==> src/lsbl_pkg.sv <==
package lsbl_pkg;

    localparam int MAX_WIDTH  = 2048;
    localparam int MAX_HEIGHT = 2048;

    localparam int PIX_W     = 8;
    localparam int LABEL_W   = 3;
    localparam int CFG_W     = 12;
    localparam int CFG_IDX_W = 2;
    localparam int THR_W     = 8;

    // Column index, row index of the labeled pixel, and input row that runs to height + 1.
    localparam int COL_W  = $clog2(MAX_WIDTH);
    localparam int OROW_W = $clog2(MAX_HEIGHT);
    localparam int ROW_W  = $clog2(MAX_HEIGHT + 2);

    localparam int QUEUE_DEPTH = 2;
    localparam int QPTR_W      = $clog2(QUEUE_DEPTH);
    localparam int QCNT_W      = $clog2(QUEUE_DEPTH + 1);

    localparam logic [CFG_IDX_W-1:0] REG_IMAGE_WIDTH      = CFG_IDX_W'(0);
    localparam logic [CFG_IDX_W-1:0] REG_IMAGE_HEIGHT     = CFG_IDX_W'(1);
    localparam logic [CFG_IDX_W-1:0] REG_INSIDE_THRESHOLD = CFG_IDX_W'(2);

    localparam logic [CFG_W-1:0] WIDTH_RESET     = CFG_W'(640);
    localparam logic [CFG_W-1:0] HEIGHT_RESET    = CFG_W'(480);
    localparam logic [THR_W-1:0] THRESHOLD_RESET = THR_W'(100);

    localparam logic signed [LABEL_W-1:0] LABEL_OUT_FAR  = 3'sd3;
    localparam logic signed [LABEL_W-1:0] LABEL_OUT_EDGE = 3'sd1;
    localparam logic signed [LABEL_W-1:0] LABEL_IN_EDGE  = -3'sd1;
    localparam logic signed [LABEL_W-1:0] LABEL_IN_FAR   = -3'sd3;

    typedef struct packed {
        logic [CFG_W-1:0] width;
        logic [CFG_W-1:0] height;
        logic [THR_W-1:0] threshold;
    } lsbl_cfg_t;

    typedef struct packed {
        logic [COL_W-1:0] addr;
        logic             store;
        logic             sign;
        logic             due;
        logic             has_up;
        logic             has_down;
        logic             has_left;
        logic             has_right;
        logic             last;
    } lsbl_tag_t;

endpackage

==> src/lsbl_queue.sv <==
module lsbl_queue (
    input  logic                clk,
    input  logic                rst_n,
    input  logic                push,
    input  lsbl_pkg::lsbl_tag_t push_tag,
    output logic                full,
    input  logic                pop,
    output logic                empty,
    output lsbl_pkg::lsbl_tag_t head_tag
);
    import lsbl_pkg::*;

    lsbl_tag_t         slot_reg [QUEUE_DEPTH];
    logic [QPTR_W-1:0] wr_ptr_reg, wr_ptr_next;
    logic [QPTR_W-1:0] rd_ptr_reg, rd_ptr_next;
    logic [QCNT_W-1:0] count_reg, count_next;

    assign full     = count_reg == QCNT_W'(QUEUE_DEPTH);
    assign empty    = count_reg == '0;
    assign head_tag = slot_reg[rd_ptr_reg];

    always_comb
    begin
        wr_ptr_next = push ? wr_ptr_reg + QPTR_W'(1) : wr_ptr_reg;
        rd_ptr_next = pop ? rd_ptr_reg + QPTR_W'(1) : rd_ptr_reg;
        count_next  = count_reg;
        if (push && !pop)
        begin
            count_next = count_reg + QCNT_W'(1);
        end
        else if (pop && !push)
        begin
            count_next = count_reg - QCNT_W'(1);
        end
    end

    always_ff @(posedge clk)
    begin
        if (push)
        begin
            slot_reg[wr_ptr_reg] <= push_tag;
        end
    end

    always_ff @(posedge clk or negedge rst_n)
    begin
        if (!rst_n)
        begin
            wr_ptr_reg <= '0;
            rd_ptr_reg <= '0;
            count_reg  <= '0;
        end
        else
        begin
            wr_ptr_reg <= wr_ptr_next;
            rd_ptr_reg <= rd_ptr_next;
            count_reg  <= count_next;
        end
    end

    a_no_overflow: assert property (@(posedge clk) disable iff (!rst_n)
        (push |-> !full) and (pop |-> !empty))
        else $error("Queue written while full or read while empty.");

endmodule

==> config.mk <==
export PLATFORM = sky130hd
export DESIGN_NAME = lsbl_queue
export DESIGN_NICKNAME = d
export VERILOG_FILES = /design/src/lsbl_pkg.sv /design/src/lsbl_queue.sv
export SDC_FILE = /design/constraint.sdc
export NUM_CORES = 1
export LEC_CHECK = 0
export BUFFER_PORTS_ARGS = -buffer_cell sky130_fd_sc_hd__buf_2
export CORE_ASPECT_RATIO = 0.9
export CORE_UTILIZATION = 35
export CTS_BUF_LIST = sky130_fd_sc_hd__clkbuf_16
export DETAILED_ROUTE_END_ITERATION = 10
export GPL_TIMING_DRIVEN = 0
export PLACE_DENSITY_LB_ADDON = 0.2
export SLEW_MARGIN = 25
export SYNTH_ARGS = -nofsm -noshare
export SYNTH_HDL_FRONTEND = slang
export SYNTH_SLANG_ARGS = --single-unit
==> constraint.sdc <==
create_clock -name clk -period 2.4 [get_ports clk]
set_input_delay 0.36 -clock clk [delete_from_list [all_inputs] [get_ports clk]]
set_output_delay 0.36 -clock clk [all_outputs]
set_load 0.03 [all_outputs]
Yosys cells after proc, flatten, opt, wreduce, memory -nomap -nowiden
Memories as Yosys holds them, arrays and structs flattened.
Index checks and enable logic that the tools add are counted.
{"block": "totals", "reg_bits": 4, "ram_bits": 38, "inputBits": 23, "output_inout_bits": 21, "n_memories": 1}
{"memory": "slot_reg", "words": 2, "word_bits": 19, "read_ports": 1, "rd_clocked_by_memory_dff": 0, "write_ports": 1, "line": "lsbl_queue.sv:13", "rtl": "lsbl_tag_t slot_reg [QUEUE_DEPTH];"}
{"block": "classes", "add_sub_neg": 4, "eq_ne": 1, "mux": 4, "n_reduce_logical": 6}
{"operator": "$mux 2", "n": 2}
{"operator": "$add 1x1->1 const B", "n": 2}
{"operator": "$add 2x1->2 const B", "n": 1}
{"operator": "$eq 2x2->1 const B", "n": 1}
{"operator": "$logic_and 1x1->1", "n": 2}
{"operator": "$logic_not 1->1", "n": 2}
{"operator": "$logic_not 2->1", "n": 1}
{"operator": "$mux 1", "n": 2}
{"operator": "$reduce_bool 2->1", "n": 1}
{"operator": "$sub 2x1->2 const B", "n": 1}

Depth between registers and ports, before layout
{"block": "depth", "depth_word": 4, "depth_mapped": 5}

Worst setup path after synthesis
No wires, ideal clock.
{"block": "synth_path", "path_type": "register -> register", "start": "reg wr_ptr_reg", "end": "mem slot_reg[0][0] (netlist bit) (enable)", "setup_ns": 0.397, "t_arrival_ns": 1.271, "t_required_ns": 2.003, "slack_ns": 0.732, "path_stages_with_launch": 2, "cell_sequence": "dfrtp_1 > nor2b_1"}
{"element": "from (decl)", "line": "lsbl_queue.sv:14", "rtl": "logic [QPTR_W-1:0] wr_ptr_reg, wr_ptr_next;"}
{"element": "from (signal assigned)", "line": "lsbl_queue.sv:55", "rtl": "wr_ptr_reg <= wr_ptr_next;"}
{"element": "to (decl)", "line": "lsbl_queue.sv:13"}
No word-level cell before the write port.

==> impl_results.md <==
* Sequence of cells on the critical path: buf_6, mux2_4, buf_2
* Initial antenna violation count at 0
* Total number of vias at 810
* Avg WL per Cell at 13.4 um
* Die span in x at 74.1 um
* Vias in the first global route at 841
* Layout Nets at 151
* Die area at 0.00496 sq mm
* Clock Sinks at 42
* Most frequent cells in the layout: 43 x buf_2, 38 x edfxtp_1, 19 x mux2_4
* Layout cells sized above 1 at 56.7%
* Clock Root Buffer: clkbuf_16
* Final wirelength at 2.54 mm
* Core ar. at 0.00446 sq mm
* First-pass GRT wire length at 3.96 mm
* Worst min path class: primary input to flip-flop
* Final clock skew at 0.00382 ns
* Post-synthesis register bit count at 42
* Slew headroom at 37.6%
* GRT overflow at 0
* Clock latency on the worst-skew pair at 0.27 ns
* Max Cap Viol at 0
* Die Y at 66.9 um
* CTS clk-pin slew, worst paths at 0.06 ns
* All-Layer GR Usage at 11.5%
* DRC viols at 0
* Postcts setup bufs at 0
* Setup CP Type: flip-flop to output port
* Crit start category: flip-flop
* Port-buffer cells at 43
* N_diodes at 0
* Synth cell types at 12
* Run status: finished, final reports clean
* Tot Pwr at 2.67 mW
* VDD IR max at 0.434 mV
* PD cells at 1280 mW/mm^2
* TritonCTS Buffers at 5
* RePlAce Congestion at 0.582
* Largest net degree at the start of global routing at 20
* ANT nets after route at 0
* Syn Nets at 99
* Mapped Area at 0.00164 sq mm
* Fmax at 591 MHz
* Crit path time final at 1.69 ns
* RSZ-0062 raised after global routing: false
* CP arrival at 1.33 ns
* Area grow syn2layout at 27.7%
* Via density at 4.29
* Setup Viol. Count Final at 0
* Pleak at 0.871 nW
* Placed instance area at 0.00195 sq mm
* Post-cts resize count at 0
* I/O pin cnt at 44
* Cells after Synth at 75
* Number of hold violations in the final report at 0
* Tightest Pin Transition at 0.936 ns
* Crit-path max FO at 10
* Worst setup EP type: output port
* # rows at 23
* Post-route clock period utilization at 70.5%
* Largest register FFs at 38
* DR pass1 iterations at 2
* Sequential fraction of the synthesis area at 75.8%
* CTS tree: yes
* CP peak stage delay at 0.37 ns
* Final instance area at 0.00209 sq mm
* Hold-fix buffers at CTS at 1
* Highest-delay cell along the critical path: dfrtp_1
* Syn_area_per_cell at 21.8 sq um
* Most common cell after layout, fill and taps aside: buf_2
* Max-slew violations at 0
* DR iter-0 viols at 50
* Ys Warns at 0
* Initial Utilization at 36.7%
* H-tree depth at 2
* Setup TNS at 0 ns
* Critical path data required time at 2.04 ns
* Bufs on Longest Clock Path at 2
## layer usage
layer,vias up,wire length (um),global-route usage (%)
met2,18,1270,17.4
met1,403,1130,14.5
met4,0,34,6.49
met5,-,0,0
met3,4,105,3.78
li1,385,-,-
## where the power goes
part	internal, mW	switching (mW)	total, mW
combinational	0.424	0.595	1.02
sequential	0.983	0.0626	1.05
clock	0.371	0.236	0.607
total	1.78	0.893	2.67
## critical path: cells and delay by family (launching register included)
family,cells,cell delay [ns]
flops,1,0.37
mux,1,0.31
buf+inv,2,0.37
## final cells by class
| type | count | area (sq um) |
|---|---|---|
| plain buffers | 2 | 22.5 |
| clock buffers | 5 | 125 |
| flip-flops and latches | 42 | 1240 |
| repair buffers | 45 | 240 |
| multi-input cells | 30 | 373 |
| inverters | 1 | 3.75 |
| fillers | 398 | 2370 |
| well taps | 62 | 77.6 |
| clock inverters | 2 | 7.51 |
## logic make-up (layout without fill, tap and decap cells)
group	after synthesis	count (layout)	synth area share (%)
flip-flops	42	42	75.8
multiplexers	19	19	17.4
adder cells (fa/ha/maj)	1	1	0.764
AND/OR/NAND/NOR	5	5	1.76
XOR/XNOR	5	5	2.67
buffers and inverters	3	55	1.60
## synthesized netlist by cell type (all sizes together)
master	count	share of area, %
xor2	4	2.1
inv	1	0.23
ha	1	0.76
mux2	19	17
nor2	2	0.46
and2	1	0.38
and2b	1	0.53
edfxtp	38	70
buf	2	1.4
dfrtp	4	6.1
xnor2	1	0.53
nor2b	1	0.38
## metrics by stage
step                utilization [%]  setup slack (ns)  std cells  hold slack, ns
finish                         46.9             0.708        189           0.274
CTS                            46.9             0.691        189           0.267
global placement               43.3             0.106        180           0.167
global route                   46.9             0.662        189           0.264
detailed placement             43.7             0.724        181           0.172
floorplan                         -             0.732         75          0.0644
## final timing paths
check	end	slack, ns	startpoint	cells after the start
hold / removal	slot_reg[0][8]	0.27	push_tag[8]	1
min in group asynchronous	count_reg[0]	0.42	rst_n	2
max in group asynchronous	count_reg[1]	1.86	rst_n	2
setup / recovery	head_tag[15]	0.71	rd_ptr_reg	3
hold reg to reg	wr_ptr_reg	0.51	wr_ptr_reg	1
setup reg to reg	slot_reg[1][18]	0.87	wr_ptr_reg	1
Note: power is estimated with default switching activity, not from simulation.
