$ cat src/lsbl_pkg.sv
package lsbl_pkg;

    localparam int MAX_WIDTH  = 2048;
    localparam int MAX_HEIGHT = 2048;

    localparam int PIX_W     = 8;
    localparam int LABEL_W   = 3;
    localparam int CFG_W     = 12;
    localparam int CFG_IDX_W = 2;
    localparam int THR_W     = 8;

    // Column index, row index of the labeled pixel, and input row that runs to height + 1.
    localparam int COL_W  = $clog2(MAX_WIDTH);
    localparam int OROW_W = $clog2(MAX_HEIGHT);
    localparam int ROW_W  = $clog2(MAX_HEIGHT + 2);

    localparam int QUEUE_DEPTH = 2;
    localparam int QPTR_W      = $clog2(QUEUE_DEPTH);
    localparam int QCNT_W      = $clog2(QUEUE_DEPTH + 1);

    localparam logic [CFG_IDX_W-1:0] REG_IMAGE_WIDTH      = CFG_IDX_W'(0);
    localparam logic [CFG_IDX_W-1:0] REG_IMAGE_HEIGHT     = CFG_IDX_W'(1);
    localparam logic [CFG_IDX_W-1:0] REG_INSIDE_THRESHOLD = CFG_IDX_W'(2);

    localparam logic [CFG_W-1:0] WIDTH_RESET     = CFG_W'(640);
    localparam logic [CFG_W-1:0] HEIGHT_RESET    = CFG_W'(480);
    localparam logic [THR_W-1:0] THRESHOLD_RESET = THR_W'(100);

    localparam logic signed [LABEL_W-1:0] LABEL_OUT_FAR  = 3'sd3;
    localparam logic signed [LABEL_W-1:0] LABEL_OUT_EDGE = 3'sd1;
    localparam logic signed [LABEL_W-1:0] LABEL_IN_EDGE  = -3'sd1;
    localparam logic signed [LABEL_W-1:0] LABEL_IN_FAR   = -3'sd3;

    typedef struct packed {
        logic [CFG_W-1:0] width;
        logic [CFG_W-1:0] height;
        logic [THR_W-1:0] threshold;
    } lsbl_cfg_t;

    typedef struct packed {
        logic [COL_W-1:0] addr;
        logic             store;
        logic             sign;
        logic             due;
        logic             has_up;
        logic             has_down;
        logic             has_left;
        logic             has_right;
        logic             last;
    } lsbl_tag_t;

endpackage

$ cat src/lsbl_if.sv
interface lsbl_pix_if;
    import lsbl_pkg::*;

    logic             valid;
    logic             ready;
    logic [PIX_W-1:0] mask_pixel;
    logic             flush;

    modport source (output valid, output mask_pixel, output flush, input ready);
    modport sink (input valid, input mask_pixel, input flush, output ready);
endinterface


$ cat src/lsbl_front.sv
module lsbl_front (
    input  logic                clk,
    input  logic                rst_n,
    input  lsbl_pkg::lsbl_cfg_t cfg,
    input  logic                restart,
    lsbl_pix_if.sink            pixels,
    input  logic                q_full,
    output logic                q_push,
    output lsbl_pkg::lsbl_tag_t q_tag
);
    import lsbl_pkg::*;

    logic [COL_W-1:0]  in_col_reg, in_col_next;
    logic [ROW_W-1:0]  in_row_reg, in_row_next;
    logic [COL_W-1:0]  out_col_reg, out_col_next;
    logic [OROW_W-1:0] out_row_reg, out_row_next;

    logic [CFG_W-1:0] in_col_inc;
    logic [CFG_W-1:0] out_col_inc;
    logic [CFG_W-1:0] out_row_inc;
    logic             drained;
    logic             skip;
    logic             due;
    logic             last;

    assign pixels.ready = !q_full;

    always_comb
    begin
        in_col_inc  = CFG_W'(in_col_reg) + CFG_W'(1);
        out_col_inc = CFG_W'(out_col_reg) + CFG_W'(1);
        out_row_inc = CFG_W'(out_row_reg) + CFG_W'(1);
        drained     = CFG_W'(in_row_reg) >= cfg.height;
        skip        = pixels.flush && !drained;
        q_push      = pixels.valid && pixels.ready && !skip;
        due         = (in_row_reg >= ROW_W'(2))
                      || (in_row_reg == ROW_W'(1) && in_col_reg != '0);
        last        = due && out_row_inc >= cfg.height && out_col_inc >= cfg.width;

        q_tag.addr      = in_col_reg;
        q_tag.store     = !drained;
        q_tag.sign      = !drained && (pixels.mask_pixel > cfg.threshold);
        q_tag.due       = due;
        q_tag.has_up    = out_row_reg != '0;
        q_tag.has_down  = out_row_inc < cfg.height;
        q_tag.has_left  = out_col_reg != '0;
        q_tag.has_right = out_col_inc < cfg.width;
        q_tag.last      = last;
    end

    always_comb
    begin
        in_col_next  = in_col_reg;
        in_row_next  = in_row_reg;
        out_col_next = out_col_reg;
        out_row_next = out_row_reg;
        if (restart || (q_push && last))
        begin
            in_col_next  = '0;
            in_row_next  = '0;
            out_col_next = '0;
            out_row_next = '0;
        end
        else if (q_push)
        begin
            if (due)
            begin
                if (out_col_inc >= cfg.width)
                begin
                    out_col_next = '0;
                    out_row_next = out_row_reg + OROW_W'(1);
                end
                else
                begin
                    out_col_next = COL_W'(out_col_inc);
                end
            end
            if (in_col_inc >= cfg.width)
            begin
                in_col_next = '0;
                in_row_next = in_row_reg + ROW_W'(1);
            end
            else
            begin
                in_col_next = COL_W'(in_col_inc);
            end
        end
    end

    always_ff @(posedge clk or negedge rst_n)
    begin
        if (!rst_n)
        begin
            in_col_reg  <= '0;
            in_row_reg  <= '0;
            out_col_reg <= '0;
            out_row_reg <= '0;
        end
        else
        begin
            in_col_reg  <= in_col_next;
            in_row_reg  <= in_row_next;
            out_col_reg <= out_col_next;
            out_row_reg <= out_row_next;
        end
    end

    a_row_bound: assert property (@(posedge clk) disable iff (!rst_n)
        (CFG_W'(in_row_reg) <= cfg.height) || (CFG_W'(in_row_reg) == cfg.height + CFG_W'(1)))
        else $error("Input row ran past the drain row of the frame.");

endmodule

$ cat src/flat_wrapper.sv
// flat-port wrapper written by rule: the top's interface ports become plain ports
module lsbl_front_flat import lsbl_pkg::*;
  (clk, rst_n, cfg, restart, q_full, q_push, q_tag, pixels_valid, pixels_mask_pixel, pixels_flush, pixels_ready);
  lsbl_pix_if pixels_i ();
  input  logic clk;
  input  logic rst_n;
  input  lsbl_pkg::lsbl_cfg_t cfg;
  input  logic restart;
  input  logic q_full;
  output logic q_push;
  output lsbl_pkg::lsbl_tag_t q_tag;
  input wire logic [$bits(pixels_i.valid)-1:0] pixels_valid;
  input wire logic [$bits(pixels_i.mask_pixel)-1:0] pixels_mask_pixel;
  input wire logic [$bits(pixels_i.flush)-1:0] pixels_flush;
  output wire logic [$bits(pixels_i.ready)-1:0] pixels_ready;
  assign pixels_i.valid = pixels_valid;
  assign pixels_i.mask_pixel = pixels_mask_pixel;
  assign pixels_i.flush = pixels_flush;
  assign pixels_ready = pixels_i.ready;
  lsbl_front u_core (.clk(clk), .rst_n(rst_n), .cfg(cfg), .restart(restart), .pixels(pixels_i), .q_full(q_full), .q_push(q_push), .q_tag(q_tag));
endmodule
$ cat config.mk
export PLATFORM = sky130hd
export DESIGN_NAME = lsbl_front_flat
export DESIGN_NICKNAME = d
export VERILOG_FILES = /design/src/lsbl_pkg.sv /design/src/lsbl_if.sv /design/src/lsbl_front.sv /design/src/flat_wrapper.sv
export SDC_FILE = /design/constraint.sdc
export NUM_CORES = 1
export LEC_CHECK = 0
export BUFFER_PORTS_ARGS = -buffer_cell sky130_fd_sc_hd__buf_2
export CAP_MARGIN = 40
export CORE_ASPECT_RATIO = 1.4
export CORE_MARGIN = 2
export CORE_UTILIZATION = 58
export DETAILED_ROUTE_END_ITERATION = 8
export PLACE_DENSITY = 0.89
export SETUP_SLACK_MARGIN = 0.02
export SLEW_MARGIN = 25
export SYNTH_ARGS = -nofsm -noshare
export SYNTH_HDL_FRONTEND = slang
export SYNTH_SLANG_ARGS = --single-unit
export TNS_END_PERCENT = 50
$ cat constraint.sdc
create_clock -name clk -period 3.59 [get_ports clk]
set_input_delay 0.1795 -clock clk [delete_from_list [all_inputs] [get_ports clk]]
set_output_delay 0.1795 -clock clk [all_outputs]
set_load 0.1 [all_outputs]
# After elaboration in Yosys (flattened, before gate mapping)
# Cells that the tools add are included.
[op_classes]
n_mux = 14
eq_ne = 1
addsub = 5
reduce_logical = 23
n_lt_le_gt_ge = 8
[ops]
columns = ["operator", "n"]
rows = [
  ["two-way mux 11 bit", 11],
  ["greater-or-equal comparator 12 bit", 4],
  ["adder 11 x 1 -> 12 bit (second input constant)", 3],
  ["two-way mux 12 bit", 3],
  ["nonzero test 11 bit", 3],
  ["< comparator 12 bit", 2],
  ["adder 12 x 1 -> 12 bit (second input constant)", 1],
  ["equality test 12 x 1 -> 1 bit (second input constant)", 1],
  ["greater-or-equal comparator 12 x 2 -> 1 bit (second input constant)", 1],
  ["adder 11 x 1 -> 11 bit (second input constant)", 1],
  ["greater-than comparator 8 bit", 1],
  ["logical AND 1 bit", 8],
  ["nonzero test 2 bit", 4],
  ["AND reduction 2 bit", 2],
  ["logical NOT 1 bit", 3],
  ["AND reduction 3 bit", 1],
  ["logical OR 1 bit", 2],
]
[totals]
register_bits = 45
inputBits = 46

# Longest topological paths before layout
[depth]
word_depth = 9
ltp_mapped = 14
ltp_nobuf = 14

# Least setup slack after synthesis
# OpenSTA, ideal clock, no wires.
[synth_path]
path_kind = "register -> output"
startpoint = "register u_core.out_row_reg[2]"
endpoint = "output port q_tag[3] in the netlist's numbering"
path_buffers = 1
arrival_time_ps = 3901
stages_incl_launch_ff = 10
slack_ps = -491
cell_sequence = "dfrtp_1 -> and3_1 -> and3_1 -> clkbuf_1 -> and3_1 -> and3_1 -> ha_1 -> a21oi_1 -> o21ai_0 -> nor3_1"
[synth_lines]
columns = ["element", "line", "rtl"]
rows = [
  ["start: declaration", "lsbl_front.sv:16", "logic [OROW_W-1:0] out_row_reg, out_row_next;"],
  ["start signal: assignment", "lsbl_front.sv:104", "out_row_reg <= out_row_next;"],
  ["end: declaration", "flat_wrapper.sv:11", "output lsbl_pkg::lsbl_tag_t q_tag;"],
]

# Worst setup path after layout
[layout_path]
startpoint = "register u_core.out_col_reg[0]"
endpoint = "register u_core.out_row_reg[5]"
[layout_via]
elab_chain_len = 7
[layout_rtl]
columns = ["element", "line", "rtl"]
rows = [
  ["start: declaration", "lsbl_front.sv:15", "logic [COL_W-1:0] out_col_reg, out_col_next;"],
  ["start signal: assignment", "lsbl_front.sv:103", "out_col_reg <= out_col_next;"],
  ["adder 11 x 1 -> 12 bit *", "lsbl_front.sv:31", "out_col_inc = CFG_W'(out_col_reg) + CFG_W'(1);"],
  ["greater-or-equal comparator 12 bit *", "lsbl_front.sv:38, lsbl_front.sv:68", ""],
  ["logical AND 1 bit", "lsbl_front.sv:38", "last = due && out_row_inc >= cfg.height && out_col_inc >= cfg.width;"],
  ["logical AND 1 bit", "lsbl_front.sv:57", "if (restart || (q_push && last))"],
  ["logical OR 1 bit", "lsbl_front.sv:57", ""],
  ["nonzero test 2 bit (no line)", "--", ""],
  ["AND reduction 3 bit (no line)", "--", ""],
]
# Mark *: on every way between the ends. The rest lies on a longest branch, timed or not.
# A chain may end at the register's enable or synchronous reset.

==> flow_summary_export.csv <==
group,metric,value,unit
global_route,first_global_vias,3867,
cts,clock_path_buffers,2,
floorplan,dieArea,0.00809,mm²
critical_path,r2r_start,"u_core.out_col_reg[0]$_DFFE_PN0P_",
place,place_hpwl,8150,µm
place,dpl_cell_area,0.00465,mm²
floorplan,die_h,106,µm
power_and_ir_drop,total_power,1.07,mW
yosys,ys_warn_count,0,
route,wire_per_inst,15.8,µm
global_route,antenna_found_initial,0,
cts,cts.sinks,45,
yosys,ys_types,69,
cts,clk_latency,0.31,ns
route,routed_wirelength,10400,µm
yosys,synthCells,501,
critical_path,arrival,3.61,ns
flow_run,max-cap-violations,0,
sta,tightestPinTransition,0.648,ns
critical_path,worstPathMaxFanout,11,
sta,min_period,3.41,ns
yosys,ys_ff_latch,45,
cts,cts_buffers,5,
cts,h-tree-depth,2,
status,outcome,"complete, no violations",
power_and_ir_drop,power.leakage,2.53,nW
global_route,grt_max_degree,31,
route,first_pass_iters,5,
place,routabilityCongestion,0.876,
floorplan,fp.dieW,76.6,µm
route,vias,3962,
power_and_ir_drop,irDropWorstVdd,0.191,mV
layout,largest_reg_flops,12,
route,vias_per_cell,6.00,
global_route,grt_pass1_wl,17400,µm
sta,slew_headroom,0.567,
critical_path,reg2reg_slack,0.18,ns
layout,fin_nets,673,
floorplan,rows,37,
cts,cts_tree,"yes",
route,drc,0,
layout,fill_cells,613,
yosys,syn_area,0.00428,mm²
floorplan,ioPinCount,67,
global_route,grt_util_all_layers,0.260,
layout,syn2layout_area_growth,13.3,%
critical_path,r2r_cells,13,
sta,rsz0062_at_grt,"true",
sta,setup_viol,0,
sta,holdWs,0.319,ns
yosys,yosys_most_used_dff,"dfrtp_1",
route,ant_nets,0,
yosys,synth_nets,612,
yosys,synth_seq_area_share,0.263,
min_path,hold_path.class,"in2async",
yosys,synth_edf_count,0,
sta,period_share,0.950,
floorplan,core_region_area,0.00727,mm²
floorplan,initial_core_util,0.588,
layout,fin_area,0.00484,mm²
yosys,async_reset_ff_frac,1.00,
sta,fin_skew,0.0143,ns
critical_path,cp-start-kind,"flip-flop",
layout,final_common_cell,"buf_2",
critical_path,critPathRequiredTime,3.79,ns
sta,drv_slew,0,
place,portBuffers,66,
global_route,grt-ovfl-total,0,
power_and_ir_drop,powerDensity,222,mW/mm²
sta,max_freq,293,MHz
cts,clockRootBuffer,"clkbuf_8",
critical_path,r2r_end,"u_core.out_row_reg[5]$_DFFE_PN0P_",
sta,tns,0,ns
sta,final_hold_viol_count,0,
layout,layout-drive-gt1-share,0.195,
route,drt_first_iter_violations,322,
layout,antennaDiodeCount,0,
critical_path,end_kind,"flip-flop",
yosys,syn_area_per_cell,8.54,µm²
critical_path,path_class,"reg2reg",
layout,layout_common_cells,"65 x buf_2, 64 x ha_1, 52 x nand2_1, 52 x inv_1, 42 x dfrtp_1",
cts,clk_pin_slew,0.09,ns
[final cells by class]
type                            count  area [µm²]  area share
Inverter                           53         201      0.0416
Clock buffer                        6        72.6      0.0150
Clock inverter                      2        35.0     0.00723
Sequential cell                    45        1130       0.233
Multi-Input combinational cell    387        2890       0.596
Tap cell                           97         121      0.0251
Timing Repair Buffer               70         398      0.0821
[timing repair]
item | 4_1_cts | 5_1_grt
hold buffers | 1 | 0
pin swaps | 0 | 4
hold endpoints to repair | 15 | 0
buffers inserted | 0 | 2
gates resized for setup | 1 | 13
setup endpoints to repair | 1 | 44
[stage by stage]
stage / setup WS [ns] / util / cells
floorplan: 0.0763 / - / 501
global placement: 0.259 / 0.637 / 648
detailed placement: 0.0872 / 0.640 / 649
CTS: 0.0341 / 0.656 / 658
global route: 0.0136 / 0.667 / 660
finish: 0.180 / 0.667 / 660
[report_power, final]
group          internal (mW)  total, mW  switching [mW]  leakage (nW)
sequential             0.507      0.510         0.00240         0.624
clock                  0.207      0.390           0.183        0.0552
combinational         0.0597      0.174           0.114          1.85
total                  0.774       1.07           0.299          2.53
[cells in the mapped netlist (all sizes together) (3+ instances only)]
master	number	share of area
xor2	10	0.020
nor4	8	0.012
buf	6	0.0097
nand2	53	0.047
nor2	16	0.015
xnor2	17	0.035
nand3	37	0.046
or3	8	0.012
o211ai	10	0.020
clkbuf	10	0.016
nor2b	4	0.0064
a21oi	32	0.042
nand2b	11	0.016
nor3	8	0.0094
nand4	9	0.013
and3	16	0.023
a22o	9	0.018
dfrtp	45	0.26
a32o	3	0.0070
a31oi	4	0.0073
inv	53	0.047
or4	3	0.0053
a211o	4	0.010
nor3b	3	0.0053
ha	65	0.19
o21ai	22	0.026
a21o	5	0.0094
[how the worst max path moves through the flow]
stage,slack (ns),end,cells past startpoint,startpoint
after floorplan,0.08,u_core.in_col_reg[0]$_DFFE_PN0P_,10,u_core.in_col_reg[2]$_DFFE_PN0P_
after global placement,0.26,u_core.out_col_reg[3]$_DFFE_PN0P_,13,u_core.out_col_reg[0]$_DFFE_PN0P_
after detailed placement,0.09,u_core.out_col_reg[3]$_DFFE_PN0P_,13,u_core.out_col_reg[0]$_DFFE_PN0P_
after CTS,0.03,q_tag[0],12,u_core.out_col_reg[0]$_DFFE_PN0P_
after global routing,0.01,u_core.out_row_reg[5]$_DFFE_PN0P_,13,u_core.out_col_reg[0]$_DFFE_PN0P_
final,0.18,u_core.out_row_reg[5]$_DFFE_PN0P_,13,u_core.out_col_reg[0]$_DFFE_PN0P_
[per-layer routing]
| layer | wire length, µm | vias to the layer above | GRT usage |
|---|---|---|---|
| li1 | - | 1938 | - |
| met1 | 4200 | 1858 | 0.303 |
| met2 | 5540 | 144 | 0.495 |
| met3 | 461 | 22 | 0.0248 |
| met4 | 222 | 0 | 0.0870 |
| met5 | 0 | - | 0 |
[cells by family after synthesis]
group,count (synthesis),synth area share
fa+ha+maj,65,0.190
compound gates,110,0.190
buf+inv,69,0.0720
simple gates,185,0.229
xor+xnor,27,0.0553
flops,45,0.263
[worst max-delay path: stages, from the launching register on]
cell	delay, ns
dfrtp_2	0.42
ha_2	0.24
nand2_1	0.07
nor2_2	0.16
and3_1	0.19
nand3_1	0.12
xnor2_2	0.18
ha_1	0.32
nand4_1	0.19
a311oi_2	0.44
o31a_1	0.28
and2_2	0.28
o21ai_0	0.14
a32o_1	0.27
No activity file was read; power rests on OpenSTA's default activity.
